==> src/hdl/cal_pkg.sv <==
`default_nettype none
// ----------------------------------------------------------------------------
// cal_pkg
// Shared types and constants for the cursor array list: request and response
// payloads, action and status codes, controller states and memory commands.
// ----------------------------------------------------------------------------
package cal_pkg;

  // Capacity of the list, the address width derived from it, and the other widths.
  localparam int DEPTH = 16;
  localparam int AW    = $clog2(DEPTH);
  localparam int CW    = 5;
  localparam int DW    = 32;

  typedef enum logic [2:0] {
    ACT_INSERT = 3'd0,
    ACT_REMOVE = 3'd1,
    ACT_START  = 3'd2,
    ACT_LAST   = 3'd3,
    ACT_PREV   = 3'd4,
    ACT_NEXT   = 3'd5,
    ACT_POS    = 3'd6,
    ACT_READ   = 3'd7
  } act_t;

  typedef enum logic [1:0] {
    ST_OK         = 2'd0,
    ST_FULL       = 2'd1,
    ST_EMPTY_SLOT = 2'd2,
    ST_RANGE      = 2'd3
  } status_t;

  typedef enum logic [2:0] {
    S_IDLE,
    S_FETCH,
    S_SHIFT_UP,
    S_SHIFT_DN,
    S_PUT,
    S_RESULT
  } state_t;

  typedef struct packed {
    act_t                   action;
    logic signed [DW-1:0]   value;
    logic        [CW-1:0]   position;
  } req_t;

  typedef struct packed {
    logic signed [DW-1:0]   data;
    status_t                status;
    logic        [CW-1:0]   count;
    logic        [CW-1:0]   cursor;
  } rsp_t;

  // Memory command from the controller: write enable, write address and data, read address.
  typedef struct packed {
    logic            we;
    logic [AW-1:0]   waddr;
    logic [DW-1:0]   wdata;
    logic [AW-1:0]   raddr;
  } mem_cmd_t;

endpackage
`default_nettype wire

==> src/hdl/cal_ram.sv <==
`default_nettype none
// ----------------------------------------------------------------------------
// cal_ram
// Generic simple dual-port RAM: one write port and one read port with a
// registered read.
// ----------------------------------------------------------------------------
module cal_ram #(
  parameter int WIDTH = 32,
  parameter int DEPTH = 16
) (
  input  wire logic                     clk,
  input  wire logic                     we,
  input  wire logic [$clog2(DEPTH)-1:0] waddr,
  input  wire logic [WIDTH-1:0]         wdata,
  input  wire logic [$clog2(DEPTH)-1:0] raddr,
  output logic      [WIDTH-1:0]         rdata
);

  logic [WIDTH-1:0] mem [DEPTH];

  // Write and registered read.
  always_ff @(posedge clk) begin
    if (we) begin
      mem[waddr] <= wdata;
    end
    rdata <= mem[raddr];
  end

endmodule
`default_nettype wire

==> src/hdl/cal_ctrl.sv <==
`default_nettype none
// ----------------------------------------------------------------------------
// cal_ctrl
// Sequencer for the list: holds count and cursor, decodes each request and
// walks the element memory one slot per cycle for insert and remove shifts.
// ----------------------------------------------------------------------------
module cal_ctrl (
  input  wire logic                        clk,
  input  wire logic                        rst,
  input  wire logic                        req_valid,
  output logic                             req_ready,
  input  wire cal_pkg::req_t               req,
  output cal_pkg::mem_cmd_t                mem_cmd,
  input  wire logic [cal_pkg::DW-1:0]      mem_rdata,
  output logic                             res_valid,
  input  wire logic                        res_ready,
  output cal_pkg::rsp_t                    res
);
  import cal_pkg::*;

  state_t             state, state_next;
  logic [CW-1:0]      count;
  logic [CW-1:0]      cursor;
  logic [AW-1:0]      idx;
  act_t               op;
  logic signed [DW-1:0] val;
  logic [DW-1:0]      data;
  status_t            status;

  logic               accept;
  logic               full;
  logic               at_end;
  logic               more_dn;
  logic               fetch_more;

  assign accept     = req_valid && req_ready;
  assign full       = count >= CW'(DEPTH);
  assign at_end     = cursor >= count;
  assign more_dn    = (CW'(idx) + CW'(1)) < count;
  assign fetch_more = (cursor + CW'(1)) < count;

  // Next state.
  always_comb begin
    state_next = state;
    case (state)
      S_IDLE: begin
        if (req_valid) begin
          case (req.action)
            ACT_INSERT: begin
              if (full) begin
                state_next = S_RESULT;
              end else if (cursor == count) begin
                state_next = S_PUT;
              end else begin
                state_next = S_SHIFT_UP;
              end
            end
            ACT_REMOVE, ACT_READ: begin
              state_next = at_end ? S_RESULT : S_FETCH;
            end
            default: begin
              state_next = S_RESULT;
            end
          endcase
        end
      end
      S_FETCH: begin
        if (op == ACT_READ || !fetch_more) begin
          state_next = S_RESULT;
        end else begin
          state_next = S_SHIFT_DN;
        end
      end
      S_SHIFT_UP: begin
        if (CW'(idx) == cursor) begin
          state_next = S_PUT;
        end
      end
      S_SHIFT_DN: begin
        if (!more_dn) begin
          state_next = S_RESULT;
        end
      end
      S_PUT: begin
        state_next = S_RESULT;
      end
      S_RESULT: begin
        if (res_ready) begin
          state_next = S_IDLE;
        end
      end
      default: begin
        state_next = S_IDLE;
      end
    endcase
  end

  // Handshake and memory commands.
  always_comb begin
    req_ready     = state == S_IDLE;
    res_valid     = state == S_RESULT;
    mem_cmd.we    = 1'b0;
    mem_cmd.waddr = idx;
    mem_cmd.wdata = mem_rdata;
    mem_cmd.raddr = idx;
    case (state)
      S_IDLE: begin
        if (req.action == ACT_INSERT) begin
          mem_cmd.raddr = AW'(count - CW'(1));
        end else begin
          mem_cmd.raddr = AW'(cursor);
        end
      end
      S_FETCH: begin
        mem_cmd.raddr = AW'(cursor + CW'(1));
      end
      S_SHIFT_UP: begin
        mem_cmd.we    = 1'b1;
        mem_cmd.waddr = idx + AW'(1);
        mem_cmd.raddr = idx - AW'(1);
      end
      S_SHIFT_DN: begin
        mem_cmd.we    = 1'b1;
        mem_cmd.waddr = idx - AW'(1);
        mem_cmd.raddr = idx + AW'(1);
      end
      S_PUT: begin
        mem_cmd.we    = 1'b1;
        mem_cmd.waddr = AW'(cursor);
        mem_cmd.wdata = val;
      end
      default: begin
        mem_cmd.we = 1'b0;
      end
    endcase
  end

  assign res.data   = data;
  assign res.status = status;
  assign res.count  = count;
  assign res.cursor = cursor;

  // State register and list bookkeeping.
  always_ff @(posedge clk) begin
    if (rst) begin
      state  <= S_IDLE;
      count  <= '0;
      cursor <= '0;
    end else begin
      state <= state_next;
      if (accept) begin
        case (req.action)
          ACT_START: cursor <= '0;
          ACT_LAST:  cursor <= (count != '0) ? count - CW'(1) : '0;
          ACT_PREV:  if (cursor != '0) cursor <= cursor - CW'(1);
          ACT_NEXT:  if (cursor < count) cursor <= cursor + CW'(1);
          ACT_POS:   if (req.position <= count) cursor <= req.position;
          default: begin
          end
        endcase
      end
      if (state == S_PUT) begin
        count <= count + CW'(1);
      end
      if ((state == S_FETCH && op == ACT_REMOVE && !fetch_more) ||
          (state == S_SHIFT_DN && !more_dn)) begin
        count <= count - CW'(1);
      end
    end
  end

  // Per-request working registers.
  always_ff @(posedge clk) begin
    if (accept) begin
      op     <= req.action;
      val    <= req.value;
      data   <= '0;
      idx    <= AW'(count - CW'(1));
      case (req.action)
        ACT_INSERT:           status <= full ? ST_FULL : ST_OK;
        ACT_REMOVE, ACT_READ: status <= at_end ? ST_EMPTY_SLOT : ST_OK;
        ACT_POS:              status <= (req.position > count) ? ST_RANGE : ST_OK;
        default:              status <= ST_OK;
      endcase
    end
    case (state)
      S_FETCH: begin
        data <= mem_rdata;
        idx  <= AW'(cursor + CW'(1));
      end
      S_SHIFT_UP: idx <= idx - AW'(1);
      S_SHIFT_DN: idx <= idx + AW'(1);
      default: begin
      end
    endcase
  end

endmodule
`default_nettype wire

==> src/hdl/cursor_array_list.sv <==
`default_nettype none
// ----------------------------------------------------------------------------
// cursor_array_list
// Ordered list of up to DEPTH signed 32-bit values with a cursor, kept in
// one element memory, one response per request.
// ----------------------------------------------------------------------------
// The block serves one request at a time and answers each with one response
// that carries the data, a status, the element count and the cursor. For an
// insert or a remove, the elements behind the cursor move through the
// element memory one slot per cycle, read on its read port and written back
// one slot over on its write port. A finished response waits in an output
// register, and the next request is taken while it waits.
module cursor_array_list (
  input  wire logic           clk,
  input  wire logic           rst,
  input  wire logic           req_valid,
  output logic                req_ready,
  input  wire cal_pkg::req_t  req,
  output logic                rsp_valid,
  input  wire logic           rsp_ready,
  output cal_pkg::rsp_t       rsp
);
  import cal_pkg::*;

  mem_cmd_t        mem_cmd;
  logic [DW-1:0]   mem_rdata;
  logic            res_valid;
  logic            res_ready;
  rsp_t            res;

  cal_ram #(
    .WIDTH (DW),
    .DEPTH (DEPTH)
  ) u_ram (
    .clk   (clk),
    .we    (mem_cmd.we),
    .waddr (mem_cmd.waddr),
    .wdata (mem_cmd.wdata),
    .raddr (mem_cmd.raddr),
    .rdata (mem_rdata)
  );

  cal_ctrl u_ctrl (
    .clk       (clk),
    .rst       (rst),
    .req_valid (req_valid),
    .req_ready (req_ready),
    .req       (req),
    .mem_cmd   (mem_cmd),
    .mem_rdata (mem_rdata),
    .res_valid (res_valid),
    .res_ready (res_ready),
    .res       (res)
  );

  // Output register: loads whenever it is empty or being drained.
  assign res_ready = !rsp_valid || rsp_ready;

  always_ff @(posedge clk) begin
    if (rst) begin
      rsp_valid <= 1'b0;
    end else if (res_ready) begin
      rsp_valid <= res_valid;
    end
  end

  always_ff @(posedge clk) begin
    if (res_valid && res_ready) begin
      rsp <= res;
    end
  end

endmodule
`default_nettype wire

==> config.mk <==
export PLATFORM = sky130hd
export DESIGN_NAME = cursor_array_list
export DESIGN_NICKNAME = d
export VERILOG_FILES = /design/src/hdl/cal_pkg.sv /design/src/hdl/cal_ram.sv /design/src/hdl/cal_ctrl.sv /design/src/hdl/cursor_array_list.sv
export SDC_FILE = /design/constraint.sdc
export NUM_CORES = 1
export LEC_CHECK = 0
export BUFFER_PORTS_ARGS = -buffer_cell sky130_fd_sc_hd__buf_2
export CAP_MARGIN = 20
export CORE_MARGIN = 4
export CORE_UTILIZATION = 33
export CTS_CLUSTER_DIAMETER = 150
export DETAILED_ROUTE_END_ITERATION = 8
export PLACE_DENSITY_LB_ADDON = 0.1
export SLEW_MARGIN = 15
export SYNTH_ARGS = -nofsm -noshare
export SYNTH_HDL_FRONTEND = slang
export SYNTH_SLANG_ARGS = --single-unit
==> constraint.sdc <==
create_clock -name clk -period 4.4 [get_ports clk]
set_input_delay 0.66 -clock clk [delete_from_list [all_inputs] [get_ports clk]]
set_output_delay 0.66 -clock clk [all_outputs]
set_load 0.05 [all_outputs]
==> results of run 1 <==
[how the worst min path moves through the flow]
| stage | startpoint | depth (start not counted) | slack (ns) | to |
|---|---|---|---|---|
| 2_1_floorplan | u_ctrl.status[0] | 0 | 0.40 | rsp[10] |
| 3_3_place_gp | u_ctrl.data[28] | 0 | 0.40 | rsp[40] |
| 3_5_place_dp | u_ctrl.data[2] | 0 | 0.41 | rsp[14] |
| 4_1_cts | req[30] | 1 | 0.17 | u_ctrl.val[25] |
| 5_1_grt | req[30] | 1 | 0.17 | u_ctrl.val[25] |
| 6_report | req[30] | 1 | 0.22 | u_ctrl.val[25] |
[metrics by stage]
stage / hold slack (ns) / instance area, um2 / power, mW / setup slack (ns)
final: 0.218 / 31300 / 24.8 / 0.813
after global routing: 0.175 / 31300 / 26.3 / 0.605
after CTS: 0.169 / 31300 / 25.2 / 0.814
after detailed placement: 0.406 / 28900 / 19.0 / 0.672
after global placement: 0.403 / 28900 / 18.9 / 0.728
after floorplan: 0.400 / 26600 / 15.5 / 0.686
[per-layer routing]
metal | vias to the layer above | part of all wire | routed length, um
li1 | 6688 | - | -
met1 | 7785 | 0.47 | 33300
met2 | 316 | 0.48 | 34300
met3 | 92 | 0.036 | 2600
met4 | 0 | 0.019 | 1360
met5 | - | 0 | 0
[report_power, final]
group / internal [mW] / switching, mW / total (mW) / leakage [nW]
combinational: 3.21 / 5.84 / 9.05 / 3.39
clock: 3.59 / 2.52 / 6.11 / 1.17
sequential: 9.19 / 0.482 / 9.67 / 6.12
[cell usage in the layout (no fill, tap or decap), types with 22 or more instances in the layout]
master and count:
ha_1 27, buf_4 47, o21ai_0 23, mux2i_1 103, a221oi_1 96, dfxtp_1 46
nor2_1 22, mux4_2 32, edfxtp_1 629, a21oi_1 118, clkbuf_16 78, a2111o_1 32
inv_1 22, buf_12 24, buf_2 89, nand2_1 123, and2_1 35, mux2_2 32
[cell families (layout without fill, tap and decap cells)]
family	Yosys count	after routing	share of synthesized area
compound gates	325	325	0.0895
xor+xnor	17	17	0.00559
fa+ha+maj	27	27	0.0127
buf+inv	129	320	0.0209
flops	675	675	0.744
mux	167	167	0.0793
simple gates	271	271	0.0478
[state kept, by name, indices dropped and copies added, names as in the netlist]
register,count
u_ctrl.op,3
u_ctrl.count,5
u_ctrl.data,32
u_ctrl.val,32
u_ram.rdata,32
rsp_valid,1
u_ctrl.state,3
rsp,44
u_ctrl.cursor,5
u_ctrl.status,2
u_ram.mem,512
u_ctrl.idx,4
[worst reg2reg max path: stages, from the launching register on]
cell      delay [ns]
dfxtp_1         0.81
inv_1           0.16
or4_1           0.54
o21ai_0         0.11
mux2i_1         0.12
a221o_1         0.37
nand2b_1        0.35
nor2_4          0.49
buf_12          0.31
[final cells by class]
class / instances / area [um2] / area share
inverter: 24 / 90.1 / 0.00287
tap: 1050 / 1310 / 0.0419
multi-input combinational: 807 / 6450 / 0.206
timing repair buffer: 160 / 1280 / 0.0408
clock buffer: 95 / 2050 / 0.0653
clock inverter: 41 / 350 / 0.0112
sequential: 675 / 19800 / 0.632
==> results.md, run 1 <==
* Routed WL at 71600 um
* Area of the core at 79500 um2
* Worst path top cell family by delay: simple AND/OR/NAND/NOR gates
* Outcome: finished clean
* 1st-pass router iterations at 5
* Largest net degree at the start of global routing at 92
* Met3 usage at 0.0275
* Diodes inserted at 0
* Worst path buffer plus inverter count at 2
* Post-DP HPWL at 39500 um
* Initial antenna violation count at 2
* CTS Buffer Depth at 3
* I/O pins at 90
* Initial Utilization at 0.335
* Static leakage at 10.7 nW
* Max frequency at 279 MHz
* Critical path class: register to register
* Filler cells at 7242
* Sink Count at 675
* Data arrival, critical path at 3.88 ns
* Final std cells w/o fill at 2852
* Synthesized flop and latch total at 675
* Crit. End Element: register
* Avg Cell Area, Syn at 16.5 um2
* End point of the critical path: u_ram.mem[9][19]
* Mapped cell area at 26600 um2
* Pins Over Slew Limit at 0
* FP Rows at 103
* Met1 global-route usage at 0.233
* Die width at 292 um
* Startpoint class of the critical path: register
* Post-DR vias/cell at 5.22
* Post-cts resize count at 0
* Crit-path max FO at 24
* Area leader, netlist: edfxtp_1
* EDFF count, synth at 629
* Syn Nets at 1682
* Min-Delay Path Class: primary input to register
* Wire length per cell at 25.1 um
* Final net count at 1814
* Remaining DRCs at 0
* Synth Warn # at 0
* Hold buffer count at cts at 0
* Setup crit start: u_ctrl.state[0]
* Worst-Skew Late Latency at 0.61 ns
* Total negative setup slack at 0 ns
* Crit path time final at 3.59 ns
* Worst-margin pin slew at 0.908 ns
* Grt ovf at 0
* Slowest library cell on the worst path: dfxtp_1
* Global-route wire length before repair at 106000 um
* Unrepaired setup endpoints after global routing: false
* Register area share after synthesis at 0.744
* Final setup viols at 0
* Busiest grt layer: met2
* Top_reg_cell synth: edfxtp_1
* # Max-Cap Violations at 0
* Routability cong. at 0.739
* Clk_skew at 0.0160 ns
* Synth top area cells: edfxtp_1 71%, mux2i_1 3.9%, dfxtp_1 3.5%
* Max_slew headroom at 0.392
* M2 GR Usage at 0.272
* Post-CTS setup buffers at 0
* P&R area growth vs syn at 17.7%
* FF-to-FF setup slack at 0.81 ns
* Critical path cell sequence: inv_1 > or4_1 > o21ai_0 > mux2i_1 > a221o_1 > nand2b_1 > nor2_4 > buf_12
* Root Buffer: clkbuf_16
* Placed insts at 2716
* Mapped Cells at 1611
* Final Hold Fails at 0
* H-tree Lvls at 3
* Pwr/cell area at 792 nW/um2
* Num CTS Buffers at 75
* CTS tree: built
* Critical R2R Capture: u_ram.mem[9][19]
* Vias in the first global route at 15200
* Die height at 292 um
* Most numerous cell in the Yosys netlist: edfxtp_1
* CP Data Required Time at 4.69 ns
* Worst reg2reg path depth at 8
* Period utilization at 0.815
* DR vias at 14900
* Share of layout cells above drive strength 1 at 0.202
* Top cell type's share of synthesized area at 0.710
* Clock Pin Slew Worst Setup and Hold Paths at 0.06 ns
* Gr usage total at 0.166
* Die footprint at 85300 um2
* Yosys cell types at 65
* Reg2reg start: u_ctrl.state[0]
* Slowest stage delay, CP at 0.81 ns
* Detailed Route Iter0 Violations at 1054
* CP Depth at 8
* Commonest cells post-synth: 629 x edfxtp_1, 123 x nand2_1, 119 x a21oi_1
* Final core occ at 0.394
* Fraction of registers with async set/reset at 0
* Peak supply drop at 0.509 mV
* Post-route ant nets at 0
* PortBufs at 89
No activity file was read; power rests on OpenSTA's default activity.
==> run 2: changes to the inputs <==
ABC_AREA = 1   (was not set)
clock period = 3.3 ns   (was 4.4 ns; I/O delays follow)
==> run 2 against run 1 <==
First-iteration DRC count rose by 34%. Sequential share of layout area decreased by 4.9 points. Utilization fell by 0.27 points. Cell count increased by 42%. Highest routed layer unchanged. Routed wire length rose by 17%.
==> results.md, run 2 <==
* Outcome: finished clean
* 1st-pass router iterations at 5 (unchanged)
* Crit-path max FO at 7 (-71%)
* NetSw at 15.8 mW (+78%)
* Slack of the critical path at 0.440 ns (-0.372 ns)
* Most numerous cell in the Yosys netlist: nand2_1
* Clock share of power at 0.225 (-0.021)
* Startpoint class of the critical path: register
* Global-route wire length before repair at 126000 um (+20%)
* Share of layout cells above drive strength 1 at 0.125 (-0.0772)
* Register area share after synthesis at 0.686 (-0.0578)
* Placed cell areas at 31500 um2 (+8.7%)
* Fraction of registers with async set/reset at 0 (unchanged)
* Commonest cells post-synth: 669 x nand2_1, 629 x edfxtp_1, 606 x nand3_1
* Crit. End Element: register
* Top_reg_cell synth: edfxtp_1
* Remaining DRCs at 0 (unchanged)
* DR vias at 19700 (+32%)
* Vias in the first global route at 19700 (+30%)
* Worst-Skew Late Latency at 0.62 ns (about the same)
* Die height at 304 um (+4.0%)
* CP Data Required Time at 3.79 ns (-0.90 ns)
* Yosys cell types at 40 (-38%)
* Most frequent cells in the layout: 667 x nand2_1, 629 x edfxtp_1, 606 x nand3_1
* CTS tree: built
* Pins Over Slew Limit at 0 (unchanged)
* Mapped Cells at 2693 (+67%)
* Clock Pin Slew Worst Setup and Hold Paths at 0.06 ns (about the same)
* Area of the core at 86800 um2 (+9.1%)
* I/O pins at 90 (unchanged)
* # Max-Cap Violations at 0 (unchanged)
* Sink Count at 675 (unchanged)
* Regs by FF count: u_ram.mem: 512 flops, rsp: 44 flops
* Cell-internal power at 21.9 mW (+37%)
* Detailed Route Iter0 Violations at 1414 (+34%)
* Largest net degree at the start of global routing at 82 (-11%)
* Critical path class: register to register
* Worst-margin pin slew at 0.783 ns (-0.126 ns)
* Pwr/cell area at 1110 nW/um2 (+40%)
* Num CTS Buffers at 78 (+4.0%)
* Data arrival, critical path at 3.35 ns (-0.53 ns)
* Design area at 34000 um2 (+8.4%)
* Die footprint at 92300 um2 (+8.2%)
* Unrepaired setup endpoints after global routing: false
* Peak supply drop at 0.579 mV (+14%)
* Period utilization at 0.867 (+0.0513)
* Max_slew headroom at 0.478 (+0.0866)
* CTS Buffer Depth at 3 (unchanged)
* Post-DR vias/cell at 4.86 (-6.8%)
* Commonest non-fill, non-tap cell in the layout: nand2_1
* Post-DP HPWL at 50800 um (+29%)
* Synth top area cells: edfxtp_1 65%, nand3_1 11%, nand2_1 8.7%
* Wire length per cell at 20.6 um (-18%)
* Sw frac at 0.419 (+0.0624)
* Routed WL at 83500 um (+17%)
* Final setup viols at 0 (unchanged)
* Reg power frac at 0.340 (-0.049)
* EDFF count, synth at 629 (unchanged)
* H-tree Lvls at 3 (unchanged)
* Post-route ant nets at 0 (unchanged)
* Final Hold Fails at 0 (unchanged)
* Hold buffer count at cts at 0 (unchanged)
* Max frequency at 350 MHz (+25%)
* Static leakage at 13.8 nW (+29%)
* Comb power frac at 0.435 (+0.071)
* P&R area growth vs syn at 17.7% (about the same)
* Area leader, netlist: edfxtp_1
* Root Buffer: clkbuf_16
* Min-Delay Path Class: primary input to register
* Top cell type's share of synthesized area at 0.654 (-0.0552)
* Biggest register: u_ram.mem
* Synthesized flop and latch total at 675 (unchanged)
* Crit path time final at 2.86 ns (-0.728 ns)
* Pre-CTS setup slack at 0.451 ns (-0.222 ns)
* Total negative setup slack at 0 ns (unchanged)
* Final net count at 2901 (+60%)
* Routability cong. at 0.817 (+11%)
* Post-cts resize count at 0 (unchanged)
* PortBufs at 89 (unchanged)
* Avg Cell Area, Syn at 10.7 um2 (-35%)
* Max reg flops at 512 (unchanged)
* Syn Nets at 2764 (+64%)
* Synth Warn # at 0 (unchanged)
* Gr usage total at 0.178 (+0.0124)
* Initial antenna violation count at 0 (-2)
* FP Rows at 108 (+4.9%)
* Die width at 304 um (+4.0%)
* Initial Utilization at 0.333 (-0.00207)
* Post-CTS setup buffers at 0 (unchanged)
* Clk_skew at 0.0272 ns (+0.0113 ns)
* Mapped cell area at 28900 um2 (+8.4%)
* Grt ovf at 0 (unchanged)
==> run 2: cell count changes after synthesis, moves of 96 or more <==
cell      delta
nand3_1    +585
nand2_1    +546
inv_1      +317
mux2i_1    -103
a21oi_1     -99
a221oi_1    -96
==> run 2: logic make-up after synthesis <==
kind of cell | after synthesis | synth area share
xor gates and xnor gates | 11 | 0.00334
adders and majority gates | 27 | 0.0117
AOI/OAI and AO/OA | 94 | 0.0184
buffers and inverters | 493 | 0.0699
and+or+nand+nor | 1393 | 0.210
DFF | 675 | 0.686
==> run 2: power groups by stage <==
stage	Clock, mW	Sequential, mW	Combinational [mW]
detailed placement	0	13.0	16.6
global placement	0	13.0	16.6
finish	8.46	12.8	16.4
CTS	8.70	12.8	16.7
global route	9.11	12.9	18.3
floorplan	0	13.1	9.78
==> run 2: worst paths after layout <==
path	depth (start not counted)	slack, ns	endpoint	start
worst max-delay path	13	0.44	u_ctrl.count[4]	u_ctrl.cursor[1]
worst min-delay path	1	0.05	u_ctrl.val[23]	req[28]
worst max register to register	13	0.44	u_ctrl.count[4]	u_ctrl.cursor[1]
worst min register to register	0	0.40	rsp[25]	u_ctrl.data[13]
==> run 2: metrics by stage <==
stage / hold WS, ns / total power, mW / instances / util
after floorplan: 0.400 / 22.9 / 2693 / -
after global placement: 0.401 / 29.6 / 3905 / 0.363
after detailed placement: 0.405 / 29.6 / 3905 / 0.363
after CTS: 0.00347 / 38.2 / 4048 / 0.391
after global routing: 0.0210 / 40.3 / 4048 / 0.391
final: 0.0526 / 37.6 / 4049 / 0.391
==> run 2: layout make-up <==
type	count	area [um2]
antenna	1	2.50
clock buffer	109	2180
multi-input combinational	1525	7250
tap	1155	1450
inverter	346	1300
fill	8503	52800
sequential	675	19800
timing repair buffer	204	1660
clock inverter	34	315
==> run 2: worst max-delay path, cell delays in order (launching register included) <==
cell and delay [ns]:
dfxtp_1 0.56, ha_1 0.26, xor2_1 0.36, ha_1 0.32, nand2_1 0.06, inv_1 0.03, o21ai_0 0.21, nand3_1 0.15
nand3_1 0.11, nand2_1 0.15, inv_1 0.18, nand2_1 0.12, o21ai_0 0.17, a21oi_1 0.06
==> run 2: metal layers <==
metal	global-route usage	vias up	wire [um]
li1	-	9372	-
met1	0.251	9724	38800
met2	0.287	480	38600
met3	0.0249	116	4030
met4	0.0560	0	2130
met5	0	-	0
==> run 3: changes to the inputs <==
--- a/config.mk
+++ b/config.mk
@@ -13,4 +13,5 @@
 export CTS_CLUSTER_DIAMETER = 150
 export DETAILED_ROUTE_END_ITERATION = 8
+export MAX_ROUTING_LAYER = met4
 export PLACE_DENSITY_LB_ADDON = 0.1
 export SLEW_MARGIN = 15
==> constraint.sdc (replaced) <==
create_clock -name clk -period 3.3 [get_ports clk]
set_input_delay 0.66 -clock clk [delete_from_list [all_inputs] [get_ports clk]]
set_output_delay 0.66 -clock clk [all_outputs]
set_load 0.05 [all_outputs]
==> run 3 against run 2 <==
Global-route usage grew 0.59 points. Count of clock-buffer cells in the layout grew 6. Sequential power is essentially flat. Routed wire length grew 0.20%. Clock power is essentially flat. Sequential share of layout area grew 0.21 points. Die area is the same. Setup slack lost 0.062 ns. Sequential cell count is the same. Largest cell class unchanged. Clock skew shrank 0.016 ns.
==> results.md, run 3 (synthesis gave the netlist of run 2 again) <==
* Outcome: finished clean
* Routability cong. at 0.826 (+1.1%)
* Remaining DRCs at 0 (unchanged)
* Pre-CTS setup slack at 0.335 ns (-0.116 ns)
* 1st-pass router iterations at 5 (unchanged)
* Routed WL at 83700 um (+0.20%)
* Min-Delay Path Class: primary input to register
* Biggest register: u_ram.mem
* Commonest non-fill, non-tap cell in the layout: nand2_1
* H-tree Lvls at 3 (unchanged)
* Placed insts at 3897 (-0.20%)
* Critical R2R Capture: u_ram.rdata[28]
* Total negative setup slack at 0 ns (unchanged)
* PortBufs at 89 (unchanged)
* Static leakage at 13.7 nW (-0.47%)
* Final Hold Fails at 0 (unchanged)
* Crit path time final at 2.92 ns (+0.0621 ns)
* Regs by FF count: u_ram.mem: 512 flops, rsp: 44 flops
* Largest net degree at the start of global routing at 196 (+140%)
* Die width at 304 um (unchanged)
* FF-to-FF setup slack at 0.38 ns (-0.06 ns)
* Slack of the critical path at 0.378 ns (-0.0621 ns)
* Crit-path max FO at 40 (+33)
* Unrepaired setup endpoints after global routing: false
* Share of layout cells above drive strength 1 at 0.121 (-0.00359)
* Root Buffer: clkbuf_16
* Final net count at 2895 (-0.21%)
* Grt ovf at 0 (unchanged)
* Worst-margin pin slew at 1.01 ns (+0.225 ns)
* Startpoint class of the critical path: register
* Post-route ant nets at 0 (unchanged)
* P&R area growth vs syn at 17.2%
* Worst hold stages at 1 (unchanged)
* Sink Count at 675 (unchanged)
* Final std cells w/o fill at 4044 (-0.12%)
* Crit. End Element: register
* Post-DP HPWL at 47300 um (-6.8%)
* Vias in the first global route at 19700 (+0.11%)
* Wire length per cell at 20.7 um (+0.33%)
* Pwr/cell area at 1100 nW/um2 (-1.0%)
* Period utilization at 0.885 (+0.0188)
* Initial Utilization at 0.333 (unchanged)
* # Max-Cap Violations at 0 (unchanged)
* DR vias at 19500 (-0.80%)
* Num CTS Buffers at 79 (+1.3%)
* CP Data Required Time at 3.84 ns (+0.05 ns)
* Tot Pwr at 37.1 mW (-1.4%)
* Post-DR vias/cell at 4.83 (-0.68%)
* Global-route wire length before repair at 127000 um (+0.86%)
* Worst-Skew Late Latency at 0.61 ns (about the same)
* Initial antenna violation count at 0 (unchanged)
* Clock Pin Slew Worst Setup and Hold Paths at 0.06 ns (about the same)
* Worst reg2reg path depth at 12 (-1)
* Max frequency at 342 MHz (-2.1%)
* Hold buffer count at cts at 0 (unchanged)
* Design area at 33800 um2 (-0.36%)
* Post-cts resize count at 0 (unchanged)
* Peak supply drop at 0.671 mV (+16%)
* Die footprint at 92300 um2 (unchanged)
* Max reg flops at 512 (unchanged)
* Final setup viols at 0 (unchanged)
* Max_slew headroom at 0.328 (-0.150)
* CTS tree: built
* Detailed Route Iter0 Violations at 1304 (-7.8%)
* Critical path class: register to register
* Reg2reg start: u_ctrl.state[2]
* Hold Path Sink: u_ctrl.val[26]
* Worst hold start: req[31]
* Data arrival, critical path at 3.46 ns (+0.11 ns)
* CTS Buffer Depth at 3 (unchanged)
* Pins Over Slew Limit at 0 (unchanged)
* FP Rows at 108 (unchanged)
* I/O pins at 90 (unchanged)
* Die height at 304 um (unchanged)
* Most frequent cells in the layout: 667 x nand2_1, 629 x edfxtp_1, 606 x nand3_1
* Area of the core at 86800 um2 (unchanged)
* Clk_skew at 0.0117 ns (-0.0156 ns)
* Post-CTS setup buffers at 0 (unchanged)
* Gr usage total at 0.184 (+0.00587)
* Placed cell areas at 31300 um2 (-0.37%)
run 3: cell types whose count changed in the layout (fill, tap and decap cells not counted), moves of 2 or more:
| cell | before | now |
|---|---|---|
| clkbuf_1 | 22 | 28 |
| buf_12 | 28 | 24 |
| clkinv_2 | 15 | 13 |
| buf_4 | 87 | 84 |
run 3: worst max-delay path, cell delays in order, from the launching register on:
cell     delay (ns)
dfxtp_1        0.56
inv_2          0.23
nand3_2        0.13
buf_4          0.33
nor2_1         0.10
nor2_2         0.18
nand3_4        0.22
inv_4          0.31
buf_12         0.28
nand2_1        0.09
nand3_1        0.09
nand3_1        0.14
nand2_1        0.14
run 3: worst max path at each step:
stage | startpoint | to | slack (ns) | cells past startpoint
2_1_floorplan | u_ctrl.state[2] | u_ram.mem[4][0] | 0.06 | 9
3_5_place_dp | u_ctrl.state[2] | u_ram.rdata[28] | 0.33 | 12
5_1_grt | u_ctrl.idx[0] | u_ram.mem[4][4] | 0.16 | 9
3_3_place_gp | u_ctrl.state[2] | u_ram.rdata[28] | 0.36 | 12
6_report | u_ctrl.state[2] | u_ram.rdata[28] | 0.38 | 12
4_1_cts | u_ctrl.state[2] | u_ram.rdata[28] | 0.32 | 12
run 3: final cells by class:
cell class,count,area [um2]
Timing Repair Buffer,197,1560
Fill cell,8489,52900
Clock inverter,30,264
Tap cell,1155,1450
Clock buffer,115,2210
Inverter,346,1300
Sequential cell,675,19800
Antenna cell,1,2.50
Multi-Input combinational cell,1525,7240
run 3: routing by layer:
layer	GRT usage	routed length [um]	vias up
met5	-	0	-
met1	0.250	38700	9594
met2	0.295	39600	442
li1	-	-	9371
met3	0.0228	3720	127
met4	0.0479	1700	0
run 3: per-stage QoR:
step	hold slack [ns]	util
3_3_place_gp	0.404	0.361
3_5_place_dp	0.405	0.361
6_report	0.220	0.390
4_1_cts	0.173	0.390
2_1_floorplan	0.400	-
5_1_grt	0.185	0.390
run 3: where the power goes:
group	internal [mW]	total [mW]	switching, mW
sequential	12.3	12.7	0.454
clock	4.98	8.44	3.47
combinational	4.40	15.9	11.5
